--- src/design/fcrc_pkg.sv ---
// Package: shared constants, types and the CRC-16 byte update for the frame checker.
`timescale 1ns / 1ps

package fcrc_pkg;

    // Field and register widths
    localparam int unsigned POS_W  = 12;
    localparam int unsigned CRC_W  = 16;
    localparam int unsigned CNT_W  = 16;
    localparam int unsigned BYTE_W = 8;
    localparam int unsigned CFG_W  = 12;
    localparam int unsigned IDX_W  = 1;

    // Register indexes on the configuration port
    localparam logic [IDX_W-1:0] CFG_FRAME_LENGTH    = 1'b0;
    localparam logic [IDX_W-1:0] CFG_CHECKSUM_OFFSET = 1'b1;

    // Register reset values
    localparam logic [CFG_W-1:0] FRAME_LENGTH_RST    = 12'd8;
    localparam logic [CFG_W-1:0] CHECKSUM_OFFSET_RST = 12'd6;

    // Non-reflected CRC-16 generator
    localparam logic [CRC_W-1:0] CRC_POLY = 16'hAC9A;

    // One result beat
    typedef struct packed {
        logic [CNT_W-1:0] frame_number;
        logic             crc_match;
        logic [CRC_W-1:0] computed_crc;
        logic [CRC_W-1:0] received_crc;
    } res_t;

    // MSB-first CRC update over one byte, eight shift steps
    function automatic logic [CRC_W-1:0] crc_byte(input logic [CRC_W-1:0] crc,
                                                  input logic [BYTE_W-1:0] b);
        logic [CRC_W-1:0] c;
        c = crc ^ {b, 8'h00};
        for (int k = 0; k < 8; k++) begin
            if (c[CRC_W-1])
                c = {c[CRC_W-2:0], 1'b0} ^ CRC_POLY;
            else
                c = {c[CRC_W-2:0], 1'b0};
        end
        return c;
    endfunction

endpackage

--- src/design/fcrc_channels.sv ---
// Stream interfaces: received byte channel and frame result channel.
`timescale 1ns / 1ps

interface fcrc_byte_if
    import fcrc_pkg::*;
();
    logic              valid;
    logic              ready;
    logic [BYTE_W-1:0] data_byte;

    modport source (output valid, output data_byte, input ready);
    modport sink   (input valid, input data_byte, output ready);
endinterface

interface fcrc_res_if
    import fcrc_pkg::*;
();
    logic             valid;
    logic             ready;
    logic [CNT_W-1:0] frame_number;
    logic             crc_match;
    logic [CRC_W-1:0] computed_crc;
    logic [CRC_W-1:0] received_crc;

    modport source (output valid, output frame_number, output crc_match,
                    output computed_crc, output received_crc, input ready);
    modport sink   (input valid, input frame_number, input crc_match,
                    input computed_crc, input received_crc, output ready);
endinterface

--- src/design/fixed_frame_crc16_checker_unit.sv ---
// Top level: fixed-length frame CRC-16 checker.
//
// Usage:
//   rx   - byte channel (valid/ready), one received byte per beat.
//   res  - result channel, one beat per completed frame: frame number,
//          match flag, computed CRC and received CRC.
//   cfg_* - plain write port for frame_length and checksum_offset; write
//          only while no byte or result is in flight.
// Path: a byte taken from rx lands in the input register and is then folded
//   into the frame state registers; a frame's last byte loads the result
//   register, which drives res.
// Throughput: one byte per cycle, save where a frame-ending byte is held
//   (see Stall). The per-byte CRC update is a single eight-step table-free
//   shift network between the input register and the frame state registers.
// Reset: frame state and frame count clear, registers return to a frame
//   length of 8 and a checksum offset of 6; both channels go idle.
// Stall: while a result waits on res, bytes that do not end a frame keep
//   flowing; a frame-ending byte holds in the input register until the
//   result register frees, and rx.ready drops behind it.
`timescale 1ns / 1ps

module fixed_frame_crc16_checker_unit
    import fcrc_pkg::*;
(
    input  logic             clk,
    input  logic             rst_n,
    input  logic             cfg_we,
    input  logic [IDX_W-1:0] cfg_index,
    input  logic [CFG_W-1:0] cfg_wdata,
    fcrc_byte_if.sink        rx,
    fcrc_res_if.source       res
);

    // Configuration registers
    logic [CFG_W-1:0] frame_length_reg;
    logic [CFG_W-1:0] checksum_offset_reg;

    // Input register
    logic              s1_valid_reg;
    logic [BYTE_W-1:0] s1_byte_reg;

    // Frame state
    logic [POS_W-1:0] byte_position_reg, byte_position_next;
    logic [CRC_W-1:0] running_crc_reg, running_crc_next;
    logic [CRC_W-1:0] captured_crc_reg, captured_crc_next;
    logic [CNT_W-1:0] frame_count_reg;

    // Result register
    logic out_valid_reg;
    res_t out_reg, out_next;

    logic [POS_W:0] pos_x, off_x, len_x;
    logic           pos_lt, pos_eq, pos_eq1, last, fits;
    logic           out_free, s1_go, out_load;

    // Config writes
    always_ff @(posedge clk or negedge rst_n)
    begin
        if (!rst_n)
        begin
            frame_length_reg    <= FRAME_LENGTH_RST;
            checksum_offset_reg <= CHECKSUM_OFFSET_RST;
        end
        else if (cfg_we)
        begin
            case (cfg_index)
                CFG_FRAME_LENGTH:    frame_length_reg    <= cfg_wdata;
                CFG_CHECKSUM_OFFSET: checksum_offset_reg <= cfg_wdata;
                default: ;
            endcase
        end
    end

    // Position compares, one bit wider to hold offset + 2
    assign pos_x   = {1'b0, byte_position_reg};
    assign off_x   = {1'b0, checksum_offset_reg};
    assign len_x   = {1'b0, frame_length_reg};
    assign pos_lt  = pos_x < off_x;
    assign pos_eq  = pos_x == off_x;
    assign pos_eq1 = pos_x == off_x + 13'd1;
    assign last    = pos_x + 13'd1 >= len_x;
    assign fits    = off_x + 13'd2 <= len_x;

    // Flow control
    assign out_free = !out_valid_reg || res.ready;
    assign s1_go    = s1_valid_reg && (!last || out_free);
    assign out_load = s1_go && last;
    assign rx.ready = !s1_valid_reg || s1_go;

    // Per-byte frame update
    always_comb
    begin
        running_crc_next  = running_crc_reg;
        captured_crc_next = captured_crc_reg;
        if (pos_lt)
            running_crc_next = crc_byte(running_crc_reg, s1_byte_reg);
        else if (pos_eq)
            captured_crc_next = {s1_byte_reg, captured_crc_reg[7:0]};
        else if (pos_eq1)
            captured_crc_next = {captured_crc_reg[15:8], s1_byte_reg};
        byte_position_next = byte_position_reg + 12'd1;

        out_next.frame_number = frame_count_reg;
        out_next.computed_crc = running_crc_next;
        out_next.received_crc = captured_crc_next;
        out_next.crc_match    = fits && (running_crc_next == captured_crc_next);
    end

    // Input register
    always_ff @(posedge clk or negedge rst_n)
    begin
        if (!rst_n)
            s1_valid_reg <= 1'b0;
        else if (rx.ready)
            s1_valid_reg <= rx.valid;
    end

    always_ff @(posedge clk)
    begin
        if (rx.ready && rx.valid)
            s1_byte_reg <= rx.data_byte;
    end

    // Frame state registers
    always_ff @(posedge clk or negedge rst_n)
    begin
        if (!rst_n)
        begin
            byte_position_reg <= '0;
            running_crc_reg   <= '0;
            captured_crc_reg  <= '0;
            frame_count_reg   <= '0;
        end
        else if (s1_go)
        begin
            if (last)
            begin
                byte_position_reg <= '0;
                running_crc_reg   <= '0;
                captured_crc_reg  <= '0;
                frame_count_reg   <= frame_count_reg + 16'd1;
            end
            else
            begin
                byte_position_reg <= byte_position_next;
                running_crc_reg   <= running_crc_next;
                captured_crc_reg  <= captured_crc_next;
            end
        end
    end

    // Result register
    always_ff @(posedge clk or negedge rst_n)
    begin
        if (!rst_n)
            out_valid_reg <= 1'b0;
        else if (out_load)
            out_valid_reg <= 1'b1;
        else if (res.ready)
            out_valid_reg <= 1'b0;
    end

    always_ff @(posedge clk)
    begin
        if (out_load)
            out_reg <= out_next;
    end

    assign res.valid        = out_valid_reg;
    assign res.frame_number = out_reg.frame_number;
    assign res.crc_match    = out_reg.crc_match;
    assign res.computed_crc = out_reg.computed_crc;
    assign res.received_crc = out_reg.received_crc;

endmodule

--- src/flat_wrapper.sv ---
// flat-port wrapper written by rule: the top's interface ports become plain ports
module fixed_frame_crc16_checker_unit_flat import fcrc_pkg::*;
  (clk, rst_n, cfg_we, cfg_index, cfg_wdata, rx_valid, rx_data_byte, rx_ready, res_valid, res_frame_number, res_crc_match, res_computed_crc, res_received_crc, res_ready);
  fcrc_byte_if rx_i ();
  fcrc_res_if res_i ();
  input  logic clk;
  input  logic rst_n;
  input  logic cfg_we;
  input  logic [IDX_W-1:0] cfg_index;
  input  logic [CFG_W-1:0] cfg_wdata;
  input wire logic [$bits(rx_i.valid)-1:0] rx_valid;
  input wire logic [$bits(rx_i.data_byte)-1:0] rx_data_byte;
  output wire logic [$bits(rx_i.ready)-1:0] rx_ready;
  output wire logic [$bits(res_i.valid)-1:0] res_valid;
  output wire logic [$bits(res_i.frame_number)-1:0] res_frame_number;
  output wire logic [$bits(res_i.crc_match)-1:0] res_crc_match;
  output wire logic [$bits(res_i.computed_crc)-1:0] res_computed_crc;
  output wire logic [$bits(res_i.received_crc)-1:0] res_received_crc;
  input wire logic [$bits(res_i.ready)-1:0] res_ready;
  assign rx_i.valid = rx_valid;
  assign rx_i.data_byte = rx_data_byte;
  assign rx_ready = rx_i.ready;
  assign res_valid = res_i.valid;
  assign res_frame_number = res_i.frame_number;
  assign res_crc_match = res_i.crc_match;
  assign res_computed_crc = res_i.computed_crc;
  assign res_received_crc = res_i.received_crc;
  assign res_i.ready = res_ready;
  fixed_frame_crc16_checker_unit u_core (.clk(clk), .rst_n(rst_n), .cfg_we(cfg_we), .cfg_index(cfg_index), .cfg_wdata(cfg_wdata), .rx(rx_i), .res(res_i));
endmodule
--- config.mk ---
export PLATFORM = sky130hd
export DESIGN_NAME = fixed_frame_crc16_checker_unit_flat
export DESIGN_NICKNAME = d
export VERILOG_FILES = /design/src/design/fcrc_pkg.sv /design/src/design/fcrc_channels.sv /design/src/design/fixed_frame_crc16_checker_unit.sv /design/src/flat_wrapper.sv
export SDC_FILE = /design/constraint.sdc
export NUM_CORES = 1
export LEC_CHECK = 0
export BUFFER_PORTS_ARGS = -buffer_cell sky130_fd_sc_hd__buf_2
export CAP_MARGIN = 15
export CELL_PAD_IN_SITES_DETAIL_PLACEMENT = 1
export CELL_PAD_IN_SITES_GLOBAL_PLACEMENT = 1
export CORE_MARGIN = 3
export CORE_UTILIZATION = 53
export CTS_BUF_LIST = sky130_fd_sc_hd__clkbuf_4 sky130_fd_sc_hd__clkbuf_8
export DETAILED_ROUTE_END_ITERATION = 12
export PLACE_DENSITY_LB_ADDON = 0.1
export SLEW_MARGIN = 20
export SYNTH_ARGS = -nofsm -noshare
export SYNTH_HDL_FRONTEND = slang
export SYNTH_SLANG_ARGS = --single-unit
--- constraint.sdc ---
create_clock -name clk -period 11 [get_ports clk]
set_clock_uncertainty 0.05 [all_clocks]
set_input_delay 1.1 -clock clk [delete_from_list [all_inputs] [get_ports clk]]
set_output_delay 1.1 -clock clk [all_outputs]
set_load 0.01 [all_outputs]
Yosys cells after proc, flatten, opt, wreduce, memory -nomap -nowiden:

Index checks and enable logic that the tools add are counted.

* add/sub/neg operators: 5
* multipliers: 0
* div/mod/pow operators: 0
* magnitude comparators: 3
* equal/unequal tests: 3
* shift-type cells: 0
* mux-type cells: 24
* bitwise logic cells: 10
* reduce and logical (&&, ||, !) cells: 14

Operators with widths (count)
* $mux W16: 20
* $not A8 Y8: 8
* $add A12 B1 Y13 const B: 2
* $add A16 B1 Y16 const B: 1
* $eq A16 B16 Y1: 1
* $xor A16 B16 Y16: 1
* $add A12 B2 Y13 const B: 1
* $eq A12 B13 Y1: 1
* $ge A13 B12 Y1: 1
* $le A13 B12 Y1: 1
* $add A12 B1 Y12 const B: 1
* $eq A12 B12 Y1: 1
* $lt A12 B12 Y1: 1
* $mux W12: 1
* $mux W8: 1
* $reduce_and A2 Y1: 3
* $logic_and A1 B1 Y1: 4
* $logic_not A1 Y1: 3
* $logic_or A1 B1 Y1: 3
* $mux W1: 2
* $reduce_bool A2 Y1: 1
* $not A1 Y1: 1

* flip-flop bits (word level): 143
* bits in latches: 0
* RAM bits: 0
* memory bits (read-only): 0
* bits of input ports: 26
* output and inout port bits: 51
* logic and storage cells: 72
* memories: 0

Logic depth before layout (Yosys ltp):

Gate-level depths: netlist of the first run.

* depth in word-level cells: 27
* depth in mapped cells: 15
* mapped depth without buffers: 12

Worst setup path before layout of the first run:

Ideal clock, no wire load.

* path type: reg-to-reg
* start point: register u_core.byte_position_reg[4]
* end point: register u_core.frame_count_reg[1]
* setup time: 0.127 ns
* arrival time: 5.074 ns
* required time: 10.823 ns
* slack: 5.749 ns
* stages on the path, launching flop included: 13
* path buffers: 2
* period minus slack after synthesis: 5.251 ns
* cells stage by stage: dfrtp_1 -> clkbuf_1 -> and3_1 -> and3_1 -> and3_1 -> clkbuf_1 -> nand3_1 -> xnor2_1 -> ha_1 -> o211ai_1 -> o21ai_1 -> nor2b_1 -> mux2_2

* cells in the longest elaborated chain, start to end: 6

RTL lines
* from (decl): RTL line fixed_frame_crc16_checker_unit.sv:43 `logic [POS_W-1:0] byte_position_reg, byte_position_next;`
* from (signal assigned): RTL line fixed_frame_crc16_checker_unit.sv:145 `byte_position_reg <= byte_position_next;`
* $add A12 B1 Y13 *: RTL line fixed_frame_crc16_checker_unit.sv:81 `assign last = pos_x + 13'd1 >= len_x;`
* $ge A13 B12 Y1 *: RTL line fixed_frame_crc16_checker_unit.sv:81
* $logic_not A1 Y1: RTL line fixed_frame_crc16_checker_unit.sv:86 `assign s1_go = s1_valid_reg && (!last || out_free);`
* $logic_or A1 B1 Y1: RTL line fixed_frame_crc16_checker_unit.sv:86
* $logic_and A1 B1 Y1: RTL line fixed_frame_crc16_checker_unit.sv:86
* $reduce_and A2 Y1 (no line) *
* to (signal assigned): RTL line fixed_frame_crc16_checker_unit.sv:141 `frame_count_reg <= frame_count_reg + 16'd1;`
* to (decl): RTL line fixed_frame_crc16_checker_unit.sv:46 `logic [CNT_W-1:0] frame_count_reg;`

Every way passes the cells marked *; elsewhere a longest branch is shown, timed or not.
A chain may end at the register's enable or synchronous reset.

Final worst setup path of the first run:

* start point: register u_core.byte_position_reg[4]
* end point: output port rx_ready

* cells in the longest elaborated chain, start to end: 6

RTL lines
* $add A12 B1 Y13: RTL line fixed_frame_crc16_checker_unit.sv:81
* $ge A13 B12 Y1: RTL line fixed_frame_crc16_checker_unit.sv:81
* $logic_not A1 Y1: RTL line fixed_frame_crc16_checker_unit.sv:86
* $logic_or A1 B1 Y1: RTL line fixed_frame_crc16_checker_unit.sv:86
* $logic_and A1 B1 Y1: RTL line fixed_frame_crc16_checker_unit.sv:86
* $logic_or A1 B1 Y1: RTL line fixed_frame_crc16_checker_unit.sv:88 `assign rx.ready = !s1_valid_reg || s1_go;`
* to (decl): RTL line flat_wrapper.sv:13 `output wire logic [$bits(rx_i.ready)-1:0] rx_ready;`

Every way passes these cells.

==> results of run 1 <==
## cells in the final DEF (no fill, tap or decap), types with 4 or more instances in the layout
cell type	netlist	routed
dfrtp_1	83	83
mux2_2	22	22
mux2i_1	16	16
nand3_1	15	15
a22o_1	36	36
xor2_1	31	31
nor2_1	22	21
clkbuf_8	0	17
edfxtp_1	57	57
o21a_1	7	7
and3_1	10	10
o2bb2ai_1	6	6
a211oi_1	4	4
o21ai_0	19	19
buf_2	4	75
inv_1	51	51
buf_4	1	7
a2111oi_0	4	4
ha_1	40	40
nand2_1	30	30
a21o_1	9	9
nor3_1	13	13
and2_1	4	4
xnor2_1	78	78
a21oi_1	19	19
nand4_1	19	19
inv_6	0	5
## power by group
part           internal [uW]  total [uW]  switching (uW)
Combinational            548        1300             752
Sequential               698         799             101
Clock                    185         409             224
## through the flow
step | cells | utilization, % | area (sq um)
final | 934 | 61.24 | 8600
after global routing | 934 | 61.24 | 8600
after CTS | 934 | 61.24 | 8600
after detailed placement | 902 | 58.59 | 8228
after global placement | 902 | 58.59 | 8228
after floorplan | 669 | - | 7686
## path summary, 6_finish.rpt
| check | startpoint | end | slack, ps | depth (start not counted) |
|---|---|---|---|---|
| min in group asynchronous | rst_n | u_core.checksum_offset_reg[7] | 580 | 1 |
| worst min register to register | u_core.frame_count_reg[15] | u_core.res.frame_number[15] | 450 | 0 |
| worst min-delay path | u_core.frame_count_reg[15] | u_core.res.frame_number[15] | 450 | 0 |
| worst max-delay path | u_core.byte_position_reg[4] | rx_ready | 6160 | 13 |
| max in group asynchronous | rst_n | u_core.frame_count_reg[12] | 9290 | 2 |
| worst max register to register | u_core.checksum_offset_reg[8] | u_core.res.crc_match | 6510 | 12 |
## worst max-delay path: stages, from the launching register on
cell and delay [ps]:
dfrtp_1 550, and3_1 250, nand3_1 190, nor2_1 370, nand2_1 120, nor2_1 160, xnor2_1 110, ha_1 320
o211ai_1 130, o21ai_2 130, buf_4 290, nand2_1 150, or2_2 300, buf_2 140
## routing by layer
metal,wire [um],up-vias
met3,818,33
met5,0,-
li1,-,2526
met4,345,0
met2,9695,129
met1,8783,2825
## final cells by class
| class | count | area [sq um] | share of cell area (%) |
|---|---|---|---|
| clock inverter | 14 | 130.1 | 1.513 |
| sequential | 143 | 3867 | 44.97 |
| timing repair buffer | 82 | 427.9 | 4.976 |
| multi-input combinational | 446 | 3516 | 40.88 |
| clock buffer | 18 | 241.5 | 2.808 |
| inverter | 51 | 191.4 | 2.226 |
| tap | 180 | 225.2 | 2.619 |
## cells by family after synthesis
family | after synthesis
flops | 143
buf+inv | 80
fa+ha+maj | 40
mux | 39
xor+xnor | 110
compound gates | 120
simple gates | 137
==> run_results.csv, run 1 <==
group,metric,value,unit
global_route,grt_use_met3,5.895,%
routing,drtPass1Iterations,5,
routing,post_drt_wl_per_cell,21.03,um
yosys,synth_top_area_share,27.02,%
sta,clock.fmax,206.6,MHz
setup_path,path_max_fanout,25,
global_route,grt_pass1_vias,5963,
placed_design,place_ws,6590,ps
floorplan,rows,43,
min_path,hp-class,"flop to flop",
yosys,synthTopCellsByCount,"dfrtp_1, xnor2_1, edfxtp_1",
floorplan,io_pins,77,
setup_path,worstPathArrival,3690,ps
global_route,grt_pass1_wl,32.00,mm
setup_path,required,9850,ps
yosys,synth_ff_type,"dfrtp_1",
setup_path,crit_type,"flop to output pin",
yosys,yosysTopAreaCell,"dfrtp_1",
power_and_ir_drop,pwr_density_cell,291.5,nW/um^2
global_route,grt_max_degree,52,
floorplan,core_area,14040,sq um
sta,timing.final.crit_share,44.00,%
sta,worstMarginPinSlew,842.7,ps
yosys,synth_compound_area_share,11.25,%
global_route,antenna_found_initial,0,
final_layout,layout.nets,807,
final_layout,final_layout_size_suffix_gt1_share,19.76,%
yosys,avgSynthCellArea,11.49,sq um
routing,antenna_left,0,
yosys,syn_nets,735,
floorplan,die_area,15980,sq um
sta,whs,446.3,ps
routing,drt_iter0_drc,285,
power_and_ir_drop,finalPower,2507,uW
clock_network,cts_buffers,17,
final_layout,syn_to_final_growth,11.88,%
sta,hold_violations,0,
job,maxCapViolCount,0,
routing,routed_via_density,5.903,
sta,rsz0062_at_grt,"false",
floorplan,fp.dieH,126.4,um
floorplan,die_w,126.4,um
power_and_ir_drop,peakVddDrop,160.6,uV
clock_network,cts_resized,0,
clock_network,clock_latency,460,ps
yosys,yosysMostFrequentCell,"dfrtp_1",
sta,min_period,4840,ps
clock_network,clk_pin_slew,80,ps
yosys,synthArstFlopShare,60.14,%
setup_path,cp-start-kind,"flop",
routing,wl,19.64,mm
yosys,synth_cell_types,54,
yosys,ys_warn_count,0,
routing,num_vias,5513,
yosys,synthMuxAreaShare,5.600,%
global_route,grtUsageTotal,25.74,%
global_route,grt-busiest-layer,"met2",
yosys,synth_top_family_by_area,"XOR/XNOR gates",
sta,setup_viol,0,
yosys,synth.yosys.seq_area_share,50.32,%
clock_network,holdBufCountCts,0,
clock_network,clock-root-buffer,"clkbuf_8",
clock_network,htreeDepth,4,
yosys,synth_seq_cells,143,
final_layout,filler_cell_count,1495,
sta,layout_setup_ws,6160,ps
yosys,synthesis.area,7686,sq um
yosys,synth_enable_flop_cells,57,
global_route,use_met2,42.12,%
routing,drc,0,
setup_path,cp-end-kind,"output pin",
sta,fin_tns_setup,0,ps
placed_design,gp_congestion,0.8602,
yosys,synth_cells,669,
placed_design,dp_hpwl,13.79,mm
placed_design,port-buffer-count,76,
clock_network,cts_tree,"yes",
sta,slew_viol_final,0,
floorplan,initial_utilization,54.74,%
power_and_ir_drop,p_leak,0.003896,uW
yosys,netlist_top_cells_area,"dfrtp_1, edfxtp_1, xnor2_1, ha_1, a22o_1",
clock_network,cts_sinks,143,
global_route,overflow,0,
yosys,synth_xor_area_share,12.71,%
yosys,synth-adder-area-share,6.511,%
yosys,yosys.area_share.simple,9.490,%
final_layout,n_antenna_cell,0,
outcome,status,"complete, no violations",
clock_network,post_cts_buffers,0,
clock_network,cts_buffer_depth,2,
global_route,met1_usage,34.62,%
sta,slew_headroom,43.82,%
No activity file was read; power rests on OpenSTA's default activity.
==> inputs of run 2 (changes only) <==
--- a/config.mk
+++ b/config.mk
@@ -10,7 +10,7 @@
 export CELL_PAD_IN_SITES_DETAIL_PLACEMENT = 1
 export CELL_PAD_IN_SITES_GLOBAL_PLACEMENT = 1
 export CORE_MARGIN = 3
-export CORE_UTILIZATION = 53
+export CORE_UTILIZATION = 45
 export CTS_BUF_LIST = sky130_fd_sc_hd__clkbuf_4 sky130_fd_sc_hd__clkbuf_8
 export DETAILED_ROUTE_END_ITERATION = 12
 export PLACE_DENSITY_LB_ADDON = 0.1
==> constraint.sdc (replaced) <==
create_clock -name clk -period 4.1 [get_ports clk]
set_clock_uncertainty 0.05 [all_clocks]
set_input_delay 0.41 -clock clk [delete_from_list [all_inputs] [get_ports clk]]
set_output_delay 0.41 -clock clk [all_outputs]
set_load 0.01 [all_outputs]
==> run_results.csv, run 2 (synthesized netlist as in run 1, its figures left out) <==
group,metric,value,unit
global_route,grt_max_degree,56,
global_route,grt_pass1_wl,32.37,mm
clock_network,cts_buffer_depth,2,
placed_design,gp_congestion,0.8771,
setup_path,r2r-end,"u_core.res.crc_match",
floorplan,die_area,18680,sq um
power_and_ir_drop,clkPwrFrac,16.5,%
power_and_ir_drop,p_leak,0.004000,uW
setup_path,crit_chain,"ha_2 > and3_1 > and3_2 > xor2_1 > ha_1 > nand3_1 > o21a_1 > o21ai_1 > buf_4 > nand2_1 > or2_2 > buf_2",
sta,setup_viol,0,
sta,clock.fmax,257.1,MHz
global_route,antenna_found_initial,0,
sta,timing.final.crit_share,94.86,%
setup_path,cp-start-kind,"flop",
global_route,grt-busiest-layer,"met2",
floorplan,fp.dieH,136.7,um
setup_path,crit_type,"flop to output pin",
sta,rsz0062_at_grt,"false",
final_layout,n_antenna_cell,0,
sta,min_period,3889,ps
setup_path,required,3640,ps
power_and_ir_drop,p_seq_share,30.9,%
setup_path,path_max_fanout,12,
final_layout,layout.cells.non_filler,992,
clock_network,cts_tree,"yes",
final_layout,mostFrequentLayoutCells,"xnor2_1, buf_2, dfrtp_1",
floorplan,die_w,136.7,um
power_and_ir_drop,pwr_density_cell,773.0,nW/um^2
routing,routed_via_density,5.558,
setup_path,r2r-start,"u_core.checksum_offset_reg[9]",
outcome,status,"complete, no violations",
clock_network,clock-root-buffer,"clkbuf_8",
global_route,grt_pass1_vias,5926,
routing,drt_iter0_drc,236,
global_route,use_met2,36.97,%
sta,fin_tns_setup,0,ps
global_route,grt_use_met3,4.228,%
setup_path,crit_slowest_cell,"dfrtp_2",
routing,antenna_left,0,
placed_design,port-buffer-count,76,
final_layout,layout_commonest_cell,"xnor2_1",
clock_network,cts_sinks,143,
placed_design,dpl.cell_count,956,
power_and_ir_drop,swShare,42.43,%
floorplan,initial_utilization,46.18,%
global_route,overflow,0,
final_layout,filler_cell_count,1804,
global_route,grtUsageTotal,22.69,%
setup_path,reg2reg_depth,12,
routing,post_drt_wl_per_cell,20.28,um
sta,hold_violations,0,
power_and_ir_drop,peakVddDrop,349.5,uV
power_and_ir_drop,combPwrFrac,52.7,%
floorplan,io_pins,77,
final_layout,layout.nets,825,
power_and_ir_drop,p_sw,2909,uW
routing,wl,20.12,mm
sta,slew_headroom,49.11,%
setup_path,cp-endpoint,"rx_ready",
setup_path,slowest_delay,470,ps
setup_path,critical_path.startpoint,"u_core.byte_position_reg[0]",
placed_design,dp_hpwl,14.58,mm
global_route,met1_usage,30.99,%
min_path,hp-class,"input port to flop",
clock_network,cts_buffers,17,
routing,num_vias,5514,
final_layout,syn_to_final_growth,15.38,%
floorplan,core_area,16640,sq um
floorplan,rows,47,
setup_path,worstPathArrival,3430,ps
routing,drc,0,
setup_path,cp-end-kind,"output pin",
placed_design,place_ws,296.0,ps
final_layout,final_layout_size_suffix_gt1_share,23.19,%
clock_network,clock_latency,460,ps
power_and_ir_drop,finalPower,6855,uW
clock_network,htreeDepth,4,
power_and_ir_drop,power.internal,3947,uW
clock_network,clk_pin_slew,90,ps
routing,drtPass1Iterations,4,
sta,slew_viol_final,0,
sta,layout_setup_ws,210.8,ps
setup_path,reg2reg_slack,240,ps
job,maxCapViolCount,0,
sta,worstMarginPinSlew,763.3,ps
-- run 2: cell types whose count changed in the layout (fill, tap and decap cells not counted), sizes merged --
cell	delta
buf	+17
clkinv	-1
dlygate4sd3	+1
inv	+1
-- run 2: power by group through the flow --
stage | Sequential [uW] | Combinational [uW] | Clock [uW]
after floorplan | 2070 | 2640 | 0
after global placement | 2120 | 3470 | 0
after detailed placement | 2130 | 3580 | 0
after CTS | 2110 | 3620 | 1160
after global routing | 2150 | 4000 | 1220
final | 2120 | 3610 | 1130
-- run 2: per-stage QoR --
| stage | cell area (sq um) | utilization, % | hold slack (ps) |
|---|---|---|---|
| final | 8869 | 53.29 | 74.30 |
| after global routing | 8869 | 53.29 | 38.06 |
| after global placement | 8417 | 50.58 | 413.7 |
| after floorplan | 7694 | - | 64.41 |
| after detailed placement | 8417 | 50.58 | 412.0 |
| after CTS | 8825 | 53.03 | 47.53 |
-- run 2: final cells by class --
class,count,area [sq um],share of cell area (%)
Sequential cell,143,3877,43.72
Multi-Input combinational cell,446,3528,39.79
Timing Repair Buffer,100,603.1,6.800
Tap cell,220,275.3,3.104
Clock buffer,18,247.7,2.793
Inverter,51,191.4,2.159
Clock inverter,14,145.1,1.637
-- run 2: how the worst min path moves through the flow --
stage,startpoint,endpoint,depth (start not counted)
after floorplan,rst_n,u_core.byte_position_reg[0],0
after global placement,u_core.frame_count_reg[15],u_core.frame_count_reg[15],1
after detailed placement,u_core.frame_count_reg[15],u_core.frame_count_reg[15],1
after CTS,rx_data_byte[1],u_core.s1_byte_reg[1],1
after global routing,rx_data_byte[4],u_core.s1_byte_reg[4],1
final,rx_data_byte[2],u_core.s1_byte_reg[2],1
-- run 2: critical path: cells and delay by family, from the launching register on --
kind,cells,cell delay (ps)
fa+ha+maj,2,560
buf+inv,2,370
simple gates,5,1040
compound gates,2,350
xor+xnor,1,170
flops,1,470
-- run 2: per-layer routing --
layer  up-vias  part of all wire, %
li1       2569                    -
met1      2801                   46
met2       121                   49
met3        23                  3.4
met4         0                  1.6
met5         -                    0
-- run 2: timing repair --
action,CTS,global route
resized for setup,2,11
endpoints found under the hold margin,25,0
endpoints found under the setup margin,1,2
hold buffers,1,0
setup buffers,0,3
pin swaps,0,2
